`config.mk`:
```
export PLATFORM = sky130hd
export DESIGN_NAME = tcp_option_value_extract
export DESIGN_NICKNAME = d
export VERILOG_FILES = /design/src/sv/tove_pkg.sv /design/src/sv/tcp_option_value_extract.sv
export VERILOG_INCLUDE_DIRS = /design/src /design/src/sv
export SDC_FILE = /design/constraint.sdc
export NUM_CORES = 1
export LEC_CHECK = 0
export BUFFER_PORTS_ARGS = -buffer_cell sky130_fd_sc_hd__buf_4
export CAP_MARGIN = 10
export CORE_ASPECT_RATIO = 1.1
export CORE_MARGIN = 2
export CORE_UTILIZATION = 50
export CTS_CLUSTER_DIAMETER = 40
export DETAILED_ROUTE_END_ITERATION = 10
export PLACE_DENSITY = 0.81
export REMOVE_ABC_BUFFERS = 1
export SYNTH_ARGS = -nofsm -noshare
export SYNTH_HDL_FRONTEND = slang
export SYNTH_SLANG_ARGS = --single-unit
```
`constraint.sdc`:
```
create_clock -name clk -period 8.9 [get_ports clk]
set_input_delay 2.225 -clock clk [delete_from_list [all_inputs] [get_ports clk]]
set_output_delay 2.225 -clock clk [all_outputs]
set_load 0.02 [all_outputs]
```
`src/sv/tcp_option_value_extract_macros.svh`:
```
// Assertion macros shared by the option value extractor RTL.
`ifndef TCP_OPTION_VALUE_EXTRACT_MACROS_SVH
`define TCP_OPTION_VALUE_EXTRACT_MACROS_SVH

`ifndef SYNTHESIS

// Condition must hold at every clock edge outside reset.
`define TOVE_ASSERT_ALWAYS(label, cond) \
    label: assert property (@(posedge clk) disable iff (!rst_n) (cond)) \
        else $error("tove: invariant violated");

// Antecedent in one cycle implies consequent in the next.
`define TOVE_ASSERT_NEXT(label, ante, cons) \
    label: assert property (@(posedge clk) disable iff (!rst_n) (ante) |=> (cons)) \
        else $error("tove: sequence check failed");

`else

`define TOVE_ASSERT_ALWAYS(label, cond)
`define TOVE_ASSERT_NEXT(label, ante, cons)

`endif

`endif

```
`src/sv/tove_pkg.sv`:
```
// Types and constants for the TCP option value extractor.
`default_nettype none

package tove_pkg;

    localparam int VALUE_BYTES = 8;
    localparam int VALUE_W     = VALUE_BYTES * 8;
    localparam int OUT_VALUE_W = 64;
    localparam int COUNT_W     = 8;
    localparam int BYTE_W      = 8;
    localparam int OUT_DATA_W  = OUT_VALUE_W + COUNT_W;
    localparam int STATUS_W    = 2;

    localparam logic [BYTE_W-1:0] KIND_NOP      = 8'd1;
    localparam logic [BYTE_W-1:0] LEN_NO_DATA   = 8'd2;
    localparam logic [BYTE_W-1:0] HDR_BYTES     = 8'd2;
    localparam logic [BYTE_W-1:0] KIND_RESET    = 8'd2;

    typedef enum logic [1:0] {
        PH_KIND = 2'd0,
        PH_LEN  = 2'd1,
        PH_BODY = 2'd2,
        PH_DONE = 2'd3
    } phase_t;

    typedef enum logic [STATUS_W-1:0] {
        ST_NOT_FOUND  = 2'd0,
        ST_FOUND_NONE = 2'd1,
        ST_FOUND_DATA = 2'd2
    } status_t;

endpackage

`default_nettype wire

```
`src/sv/tcp_option_value_extract.sv`:
```
// Top level of the TCP option value extractor: byte-wise option walker.
//
//  channel   dir  handshake              payload
//  s_*       in   s_tvalid / s_tready    tdata[7:0] opt_byte, tlast = last of area
//  m_*       out  m_tvalid / m_tready    tdata value/data_bytes, tuser status
//  cfg_*     in   cfg_we (no wait)       cfg_wdata = wanted_kind
//
// One option byte per cycle, save when a last byte waits as told below. From the last
// byte of an area to its result: input register, then the parse/result register.
// Bytes that are not the last of an area never wait on the output side; a last
// byte waits only while an earlier result sits unaccepted in the output register.
// rst_n clears the walker, the input and output valid flags and sets wanted_kind to 2.
`default_nettype none

`include "tcp_option_value_extract_macros.svh"

module tcp_option_value_extract (
    input  wire logic                          clk,
    input  wire logic                          rst_n,
    // configuration
    input  wire logic                          cfg_we,
    input  wire logic [tove_pkg::BYTE_W-1:0]   cfg_wdata,
    // option bytes in
    input  wire logic                          s_tvalid,
    output      logic                          s_tready,
    input  wire logic [tove_pkg::BYTE_W-1:0]   s_tdata,   // [7:0] opt_byte
    input  wire logic                          s_tlast,
    // result out
    output      logic                          m_tvalid,
    input  wire logic                          m_tready,
    output      logic [tove_pkg::OUT_DATA_W-1:0] m_tdata, // [63:0] value, [71:64] data_bytes
    output      logic [tove_pkg::STATUS_W-1:0] m_tuser    // [1:0] status
);
    import tove_pkg::*;

    // configuration register
    logic [BYTE_W-1:0] wanted_kind_reg;

    // input stage
    logic              in_valid_reg;
    logic [BYTE_W-1:0] in_byte_reg;
    logic              in_last_reg;

    // walker state
    phase_t             phase_reg, phase_next;
    logic [COUNT_W-1:0] skip_reg, skip_next;
    logic               match_reg, match_next;
    logic [VALUE_W-1:0] acc_reg, acc_next;
    status_t            found_reg, found_next;
    logic [COUNT_W-1:0] count_reg, count_next;

    // result values from the updated walker state
    status_t            res_status;
    logic [VALUE_W-1:0] res_acc;
    logic [COUNT_W-1:0] res_count;

    // output stage
    logic                  out_valid_reg;
    logic [OUT_DATA_W-1:0] out_data_reg;
    logic [STATUS_W-1:0]   out_user_reg;

    logic fire;
    logic skip_dec_zero;

    // a byte moves on unless it is a last byte and the result slot is full and not being read
    assign fire     = in_valid_reg && (!in_last_reg || !out_valid_reg || m_tready);
    assign s_tready = !in_valid_reg || fire;

    assign m_tvalid = out_valid_reg;
    assign m_tdata  = out_data_reg;
    assign m_tuser  = out_user_reg;

    assign skip_dec_zero = (skip_reg == COUNT_W'(1));

    always_ff @(posedge clk or negedge rst_n)
    begin
        if (!rst_n)
        begin
            wanted_kind_reg <= KIND_RESET;
        end
        else if (cfg_we)
        begin
            wanted_kind_reg <= cfg_wdata;
        end
    end

    // input register
    always_ff @(posedge clk or negedge rst_n)
    begin
        if (!rst_n)
        begin
            in_valid_reg <= 1'b0;
        end
        else if (s_tready)
        begin
            in_valid_reg <= s_tvalid;
        end
    end

    always_ff @(posedge clk)
    begin
        if (s_tready && s_tvalid)
        begin
            in_byte_reg <= s_tdata;
            in_last_reg <= s_tlast;
        end
    end

    // walker next state
    always_comb
    begin
        phase_next = phase_reg;
        skip_next  = skip_reg;
        match_next = match_reg;
        acc_next   = acc_reg;
        found_next = found_reg;
        count_next = count_reg;

        case (phase_reg)
            PH_KIND:
            begin
                // kinds 0 and 1 are single bytes
                if (in_byte_reg > KIND_NOP)
                begin
                    match_next = (in_byte_reg == wanted_kind_reg);
                    phase_next = PH_LEN;
                end
            end
            PH_LEN:
            begin
                if (in_byte_reg <= KIND_NOP)
                begin
                    // bogus length walks as a one-byte option
                    match_next = 1'b0;
                    phase_next = PH_KIND;
                end
                else if (in_byte_reg == LEN_NO_DATA)
                begin
                    if (match_reg)
                    begin
                        found_next = ST_FOUND_NONE;
                        count_next = '0;
                        phase_next = PH_DONE;
                    end
                    else
                    begin
                        phase_next = PH_KIND;
                    end
                end
                else
                begin
                    skip_next  = in_byte_reg - HDR_BYTES;
                    count_next = in_byte_reg - HDR_BYTES;
                    acc_next   = '0;
                    phase_next = PH_BODY;
                end
            end
            PH_BODY:
            begin
                if (match_reg)
                begin
                    acc_next = (acc_reg << BYTE_W) | VALUE_W'(in_byte_reg);
                end
                skip_next = skip_reg - COUNT_W'(1);
                if (skip_dec_zero)
                begin
                    if (match_reg)
                    begin
                        found_next = ST_FOUND_DATA;
                        phase_next = PH_DONE;
                    end
                    else
                    begin
                        phase_next = PH_KIND;
                    end
                end
            end
            default:
            begin
                // found: ignore the rest of the area
            end
        endcase

        res_status = found_next;
        res_acc    = acc_next;
        res_count  = count_next;

        // end of area: start clean on the next one
        if (in_last_reg)
        begin
            phase_next = PH_KIND;
            skip_next  = '0;
            match_next = 1'b0;
            acc_next   = '0;
            found_next = ST_NOT_FOUND;
            count_next = '0;
        end
    end

    always_ff @(posedge clk or negedge rst_n)
    begin
        if (!rst_n)
        begin
            phase_reg <= PH_KIND;
            skip_reg  <= '0;
            match_reg <= 1'b0;
            acc_reg   <= '0;
            found_reg <= ST_NOT_FOUND;
            count_reg <= '0;
        end
        else if (fire)
        begin
            phase_reg <= phase_next;
            skip_reg  <= skip_next;
            match_reg <= match_next;
            acc_reg   <= acc_next;
            found_reg <= found_next;
            count_reg <= count_next;
        end
    end

    // result register
    always_ff @(posedge clk or negedge rst_n)
    begin
        if (!rst_n)
        begin
            out_valid_reg <= 1'b0;
        end
        else if (fire && in_last_reg)
        begin
            out_valid_reg <= 1'b1;
        end
        else if (m_tready)
        begin
            out_valid_reg <= 1'b0;
        end
    end

    always_ff @(posedge clk)
    begin
        if (fire && in_last_reg)
        begin
            out_user_reg <= res_status;
            if (res_status == ST_FOUND_DATA)
            begin
                out_data_reg <= {res_count, OUT_VALUE_W'(res_acc)};
            end
            else
            begin
                out_data_reg <= '0;
            end
        end
    end

    // a result without data carries zero value and count
    `TOVE_ASSERT_ALWAYS(a_zero_payload, !m_tvalid || m_tuser == ST_FOUND_DATA || m_tdata == '0)
    // walking a body always has bytes left to skip
    `TOVE_ASSERT_ALWAYS(a_body_skip, phase_reg != PH_BODY || skip_reg != '0)
    // a find parks the walker until the area ends
    `TOVE_ASSERT_ALWAYS(a_found_done, found_reg == ST_NOT_FOUND || phase_reg == PH_DONE)
    // last byte clears the walker and posts a result
    `TOVE_ASSERT_NEXT(a_last_clears, fire && in_last_reg, phase_reg == PH_KIND && m_tvalid)

endmodule

`default_nettype wire
```
# Word level (Yosys, flattened, before mapping)
# Cells that the tools add are included.
[totals]
elab_cells = 80
in_bits = 22
output_inout_bits = 76
regBits = 178
[classes]
n_eq_ne = 11
bitwise = 1
n_lt_le_gt_ge = 2
muxes = 34
reduce_logical = 17
addsub = 2
[ops]
columns = ["cell", "count"]
rows = [
  ["$mux W64", 4],
  ["$pmux W64 S2", 1],
  ["$mux W8", 8],
  ["$or A64 B8 Y64", 1],
  ["$mux W2", 12],
  ["$pmux W8 S2", 1],
  ["$ne A3 B3 Y1 const B", 5],
  ["$reduce_and A4 Y1", 3],
  ["$eq A8 B1 Y1 const B", 1],
  ["$eq A8 B2 Y1 const B", 1],
  ["$eq A8 B8 Y1", 1],
  ["$gt A8 B1 Y1 const B", 1],
  ["$le A8 B1 Y1 const B", 1],
  ["$sub A8 B1 Y8 const B", 1],
  ["$sub A8 B2 Y8 const B", 1],
  ["$pmux W2 S3", 1],
  ["$reduce_bool A3 Y1", 2],
  ["$mux W1", 5],
  ["$eq A2 B2 Y1 const B", 2],
  ["$pmux W2 S2", 1],
  ["$reduce_bool A4 Y1", 1],
  ["$logic_and A1 B1 Y1", 3],
  ["$logic_not A1 Y1", 3],
  ["$logic_or A1 B1 Y1", 3],
  ["other kinds (4)", 4],
]

# Logic depth before layout (Yosys ltp)
# Gate-level depths: netlist of the first run.
[logic_depth]
depth_word = 6
depth_mapped = 9
ltp_nobuf = 6

# Worst setup path after synthesis of the first run
# Ideal clock, no wire load.
[synth_path]
path_type = "input -> register"
start = "input port m_tready"
end = "register out_data_reg[0] (netlist: m_tdata[0]), enable pin"
required_time_ns = 8.393
path_slack_ns = 2.605
setup_time_ns = 0.507
arrival_ns = 5.788
n_path_buf = 1
path_stages = 4
path_cell_list = "nand3b_1 nand2_1 clkbuf_1 nor2_1"
[synth_via]
elab_chain_len = 3
[synth_rtl]
columns = ["element", "line_no", "source"]
rows = [
  ["start, declared", "tcp_option_value_extract.sv:30", "input wire logic m_tready,"],
  ["$logic_or A1 B1 Y1", "tcp_option_value_extract.sv:66", "assign fire = in_valid_reg && (!in_last_reg || !out_valid_reg || m_tready);"],
  ["$logic_and A1 B1 Y1", "tcp_option_value_extract.sv:66", ""],
  ["$logic_and A1 B1 Y1", "tcp_option_value_extract.sv:241", "if (fire && in_last_reg)"],
  ["end signal, assigned", "tcp_option_value_extract.sv:246", "out_data_reg <= {res_count, OUT_VALUE_W'(res_acc)};"],
  ["end, declared", "tcp_option_value_extract.sv:59", "logic [OUT_DATA_W-1:0] out_data_reg;"],
]
# Every way passes these cells.
# A chain may end at the register's enable or synchronous reset.

# Worst setup path in the final report of the first run
[layout_path]
start = "input port m_tready"
end = "output port s_tready"
[layout_via]
elab_chain_len = 3
[layout_rtl]
columns = ["element", "line_no", "source"]
rows = [
  ["$logic_or A1 B1 Y1", "tcp_option_value_extract.sv:66", ""],
  ["$logic_and A1 B1 Y1", "tcp_option_value_extract.sv:66", ""],
  ["$logic_or A1 B1 Y1", "tcp_option_value_extract.sv:67", "assign s_tready = !in_valid_reg || fire;"],
  ["end, declared", "tcp_option_value_extract.sv:25", "output logic s_tready,"],
]
# Every way passes these cells.

==> results of run 1 <==
-- layer usage --
| layer | share of wire [%] | vias up | track usage [%] | wire length, µm |
|---|---|---|---|---|
| li1 | - | 3006 | - | - |
| met1 | 44 | 3291 | 30.2 | 8770 |
| met2 | 49 | 249 | 35.3 | 9850 |
| met3 | 5.5 | 35 | 4.46 | 1110 |
| met4 | 1.9 | 0 | 8.51 | 386 |
| met5 | 0 | - | 0 | 0 |
-- area by class of cell --
| class | instances | area [µm²] |
|---|---|---|
| well taps | 234 | 293 |
| clock buffers | 20 | 447 |
| clock inverters | 12 | 156 |
| flip-flops and latches | 178 | 4870 |
| inverters | 18 | 67.6 |
| repair buffers | 108 | 811 |
| multi-input cells | 492 | 3620 |
| fillers | 1426 | 6880 |
-- synth_stat cells, types with 3 or more instances --
| master | instances | share of area [%] |
|---|---|---|
| mux2_2 | 11 | 1.4 |
| or4_1 | 3 | 0.26 |
| a22oi_1 | 4 | 0.34 |
| dfrtp_1 | 94 | 27 |
| o21ai_0 | 33 | 1.9 |
| nor2b_1 | 103 | 7.3 |
| a21oi_1 | 57 | 3.2 |
| clkbuf_1 | 61 | 2.6 |
| nand2_1 | 17 | 0.73 |
| buf_2 | 6 | 0.34 |
| and2_1 | 5 | 0.36 |
| a221o_1 | 41 | 4.7 |
| o2bb2ai_1 | 5 | 0.50 |
| a22o_1 | 104 | 10 |
| nor2_1 | 15 | 0.64 |
| ha_1 | 6 | 0.85 |
| xor2_1 | 12 | 1.2 |
| a31oi_1 | 5 | 0.36 |
| inv_1 | 17 | 0.73 |
| nand3_1 | 8 | 0.46 |
| nor3_1 | 10 | 0.57 |
| a32o_1 | 6 | 0.68 |
| edfxtp_1 | 83 | 28 |
-- worst reg2reg max path, cell delays in order, from the launching register on --
cell and delay (ps):
dfrtp_1 400, inv_1 90, ha_2 170, buf_4 620
nor2_1 210, mux2_2 360, o32ai_4 680, buf_4 610
nor2b_1 220
-- worst paths after layout --
| kind | startpoint | to | slack (ps) | cells past startpoint |
|---|---|---|---|---|
| min in group asynchronous | rst_n | count_reg[5]$_DFFE_PN0P_ | 1740 | 1 |
| hold / removal | count_reg[2]$_DFFE_PN0P_ | count_reg[2]$_DFFE_PN0P_ | 500 | 1 |
| max in group asynchronous | rst_n | acc_reg[59]$_DFFE_PN0P_ | 5970 | 2 |
| setup reg to reg | phase_reg[0]$_DFFE_PN0P_ | m_tdata[15]$_SDFFCE_PP0P_ | 5240 | 8 |
| hold reg to reg | count_reg[2]$_DFFE_PN0P_ | count_reg[2]$_DFFE_PN0P_ | 500 | 1 |
| setup / recovery | m_tready | s_tready | 3900 | 3 |
-- power by group through the flow --
| stage | Clock (mW) | Sequential (mW) | Combinational [mW] |
|---|---|---|---|
| final | 0.771 | 0.950 | 0.424 |
| after detailed placement | 0 | 0.964 | 0.417 |
| after global routing | 0.809 | 0.956 | 0.460 |
| after floorplan | 0 | 0.969 | 0.265 |
| after CTS | 0.778 | 0.949 | 0.421 |
| after global placement | 0 | 0.963 | 0.411 |
-- cell families after synthesis --
family / after synthesis
AO/OA/AOI/OAI: 280
XOR/XNOR: 12
adder cells (fa/ha/maj): 6
buffers and inverters: 87
flip-flops: 178
multiplexers: 13
AND/OR/NAND/NOR: 181
-- per-stage QoR --
stage                     cell area, µm²  hold slack (ps)  utilization, %
after global placement              9660              471            56.4
after CTS                          10300              499            59.9
after detailed placement            9660              480            56.4
final                              10300              501            59.9
after global routing               10300              511            59.9
after floorplan                     8520              456               -
==> reports/metrics.yaml, run 1 <==
cts_buffer_depth: 2
grt_pass1_wl_um: 32600
die_y_um: 143
synthesis.area_mm2: 0.00879
drive_gt1_share_pct: 20.2
synth_compound_area_share_pct: 24.6
antenna_found_initial: 0
critPathMaxFanout: 3
drv_slew: 0
worst_slew_pin_slew_ps: 1050
core_area_mm2: 0.0171
synth_ff_type: "dfrtp_1"
dp_hpwl_um: 11700
synth_edf_count: 83
critPathTopFamily: "buffers and inverters"
netSwitchingPower_uw: 655
largest_reg_flops: 72
finalSetupTns_ps: 0
synthAdderAreaFrac_pct: 0.854
worst_ep_arrival_time_ps: 2770
num_rows: 50
min_path_type: "reg -> reg"
dp_slack_ps: 3910
finalCritPeriodShare_pct: 56.2
routedWlPerCell_um: 18.9
endpoint_kind: "primary output"
wl_um: 20100
critical_path_class: "in -> out"
drt-initial-drc-count: 777
synth.yosys.seq_area_share_pct: 55.4
outcome: "completed"
leakage_nw: 4.09
seq_power_share_pct: 44.3
grt_use_total_pct: 22.2
fin_skew_ps: 11.9
intPower_mw: 1.49
cts_tree: "built"
synth-seq-cells: 178
yosys-mux-area-fraction_pct: 1.64
sw_frac_of_total_pct: 30.6
path_buf_inv: 2
ir_drop_v: 0.000141
grt_max_degree: 82
crit_top_cell: "buf_4"
ant_nets: 0
p_per_area_mw_per_mm2: 209
cap_viol_max_count: 0
max_stage_delay_ps: 220
setup.worst_path.start_class: "input pin"
grt_pass1_vias: 6430
crit_required_ps: 6680
antenna_cells: 0
setup_ws_ps: 3900
syn_area_per_cell_um2: 11.6
place_inst: 1030
cts_resized: 0
path_cells: "buf_4, nand4b_1, buf_4"
num_vias: 6581
area.growth.synth_to_final_pct: 16.7
ctsHoldBuffers: 0
hold_violations: 0
setup_violations: 0
layout_common_cells: "108 x buf_4, 104 x a22o_1, 102 x nor2b_1"
synth_top_family_by_area: "compound AO/OA/AOI/OAI gates"
vias_per_cell: 6.20
synthArstFlopShare_pct: 53.4
fin_cells: 1062
cts_buffers: 17
period_needed_ps: 5000
yosysWarnings: 0
rsz0062_at_grt: "false"
combPwrFrac_pct: 19.8
cts_max_level: 4
post_cts_buffers: 0
relSlewSlack_pct: 29.8
pwr-share-clk_pct: 35.9
yosysUniqueCellTypes: 61
ios: 98
drc: 0
synth-xor-area-share_pct: 1.20
die_area_mm2: 0.0187
clk_pin_slew_ps: 60
totalPowerFinal_mw: 2.14
start_util_pct: 51.3
slowest_stage: "nand4b_1"
numPortBuffers: 97
cts-root-buf: "clkbuf_16"
routabilityCongestion: 0.885
synth_cells: 757
first_pass_iters: 5
synth-simple-area-share_pct: 12.5
nets: 843
cts.sinks: 178
clk_latency_ps: 440
final_common_cell: "buf_4"
overflow: 0
dieWidth_um: 130
timing.fmax_mhz: 200
No activity file was read; power rests on OpenSTA's default activity.
==> inputs of run 2 (changes only) <==
--- a/config.mk
+++ b/config.mk
@@ -13,7 +13,7 @@
 export CORE_UTILIZATION = 50
 export CTS_CLUSTER_DIAMETER = 40
 export DETAILED_ROUTE_END_ITERATION = 10
-export PLACE_DENSITY = 0.81
+export PLACE_DENSITY = 0.83
 export REMOVE_ABC_BUFFERS = 1
 export SYNTH_ARGS = -nofsm -noshare
 export SYNTH_HDL_FRONTEND = slang
==> constraint.sdc (replaced) <==
create_clock -name clk -period 4.47 [get_ports clk]
set_input_delay 1.1175 -clock clk [delete_from_list [all_inputs] [get_ports clk]]
set_output_delay 1.1175 -clock clk [all_outputs]
set_load 0.02 [all_outputs]
==> run 2 against run 1 <==
Effect of this change:
- design area increased by 0.12%
- clock skew decreased by 1.4 ps
- clock power increased by 89%
- first-iteration DRC count decreased by 6.2%
- register-to-register slack got worse by 4000 ps
- global-route usage decreased by 0.51 points
- via count increased by 1.0%
- critical path depth increased by 3
- critical path type is now reg -> reg
==> reports/metrics.yaml, run 2 (synthesized netlist as in run 1, its figures left out) <==
outcome: "completed"
ir_drop_v: 0.000400
post_cts_buffers: 0
hp-start: "count_reg[7]$_DFFE_PN0P_"
dieWidth_um: 130
antenna_cells: 0
cts_resized: 0
grt_pass1_wl_um: 31600
first_pass_iters: 7
cts_buffer_depth: 2
ios: 98
critPathTopFamily: "simple AND/OR/NAND/NOR gates"
area.growth.synth_to_final_pct: 16.9
cts_max_level: 4
timing.rr.start: "phase_reg[1]$_DFFE_PN0P_"
crit_path_start: "phase_reg[1]$_DFFE_PN0P_"
path_buf_inv: 1
setup.worst_path.start_class: "flip-flop"
drive_gt1_share_pct: 20.8
grt_max_degree: 71
layout_common_cells: "113 x buf_4, 104 x a22o_1, 102 x nor2b_1"
fin_skew_ps: 10.5
wl_um: 19800
finalCritPeriodShare_pct: 72.1
worst_slew_pin_slew_ps: 1050
cts-root-buf: "clkbuf_16"
start_util_pct: 51.3
dp_slack_ps: 1360
clk_pin_slew_ps: 60
numPortBuffers: 97
setup_violations: 0
dpl_cell_area_mm2: 0.00970
rsz0062_at_grt: "false"
final_common_cell: "buf_4"
drv_slew: 0
core_area_mm2: 0.0171
cts_buffers: 17
drt-initial-drc-count: 729
critical_path_class: "reg -> reg"
grt_pass1_vias: 6214
period_needed_ps: 3220
drc: 0
die_y_um: 143
fin_area_mm2: 0.0103
path_cells: "inv_1, ha_1, a21boi_0, and3_2, nor3_1, a221o_1"
routedWlPerCell_um: 18.5
vias_per_cell: 6.23
worst_ep_arrival_time_ps: 3540
nets: 848
routabilityCongestion: 0.858
relSlewSlack_pct: 29.8
cap_viol_max_count: 0
hold_violations: 0
dp_hpwl_um: 12000
clk_latency_ps: 440
critPathMaxFanout: 42
die_area_mm2: 0.0187
min_path_type: "reg -> reg"
leakage_nw: 4.11
ant_nets: 0
max_stage_delay_ps: 870
p_per_area_mw_per_mm2: 409
cts.sinks: 178
cts_tree: "built"
num_rows: 50
crit_required_ps: 4790
antenna_found_initial: 0
num_vias: 6647
finalSetupTns_ps: 0
largest_reg_flops: 72
overflow: 0
grt_use_total_pct: 21.7
endpoint_kind: "flip-flop"
ctsHoldBuffers: 0
slowest_stage: "and3_2"
timing.fmax_mhz: 310
setup_ws_ps: 1250
run 2: through the flow:
stage	instances	util [%]	hold slack (ps)	total power, mW
6_report	1067	59.9	495	4.20
5_1_grt	1067	59.9	513	4.36
3_5_place_dp	1035	56.6	479	2.75
2_1_floorplan	688	-	456	2.46
4_1_cts	1067	59.9	494	4.20
3_3_place_gp	1035	56.6	470	2.73
run 2: final timing paths:
check	end	cells after the start	slack, ps
max	skip_reg[4]$_DFFE_PN0P_	6	1250
min	count_reg[7]$_DFFE_PN0P_	1	490
max reg2reg	skip_reg[4]$_DFFE_PN0P_	6	1250
min reg2reg	count_reg[7]$_DFFE_PN0P_	1	490
max in group asynchronous	acc_reg[62]$_DFFE_PN0P_	2	2910
min in group asynchronous	acc_reg[25]$_DFFE_PN0P_	1	770
run 2: area by class of cell:
type	instances	area (µm²)
Clock buffer	23	500
Clock inverter	9	76.3
Fill cell	1425	6870
Inverter	18	67.6
Multi-Input combinational cell	492	3620
Sequential cell	178	4870
Tap cell	234	293
Timing Repair Buffer	113	848
run 2: routing by layer:
layer  GRT usage [%]  wire length [µm]  vias up
met3            4.42              1330       42
met1            28.9              8370     3291
li1                -                 -     3012
met2            34.3              9500      302
met5               0                 0        -
met4            9.91               552        0
run 2: power breakdown:
part           switching, mW  total (mW)  internal (mW)
combinational          0.576       0.845          0.270
clock                  0.620        1.46          0.843
sequential            0.0852        1.89           1.81
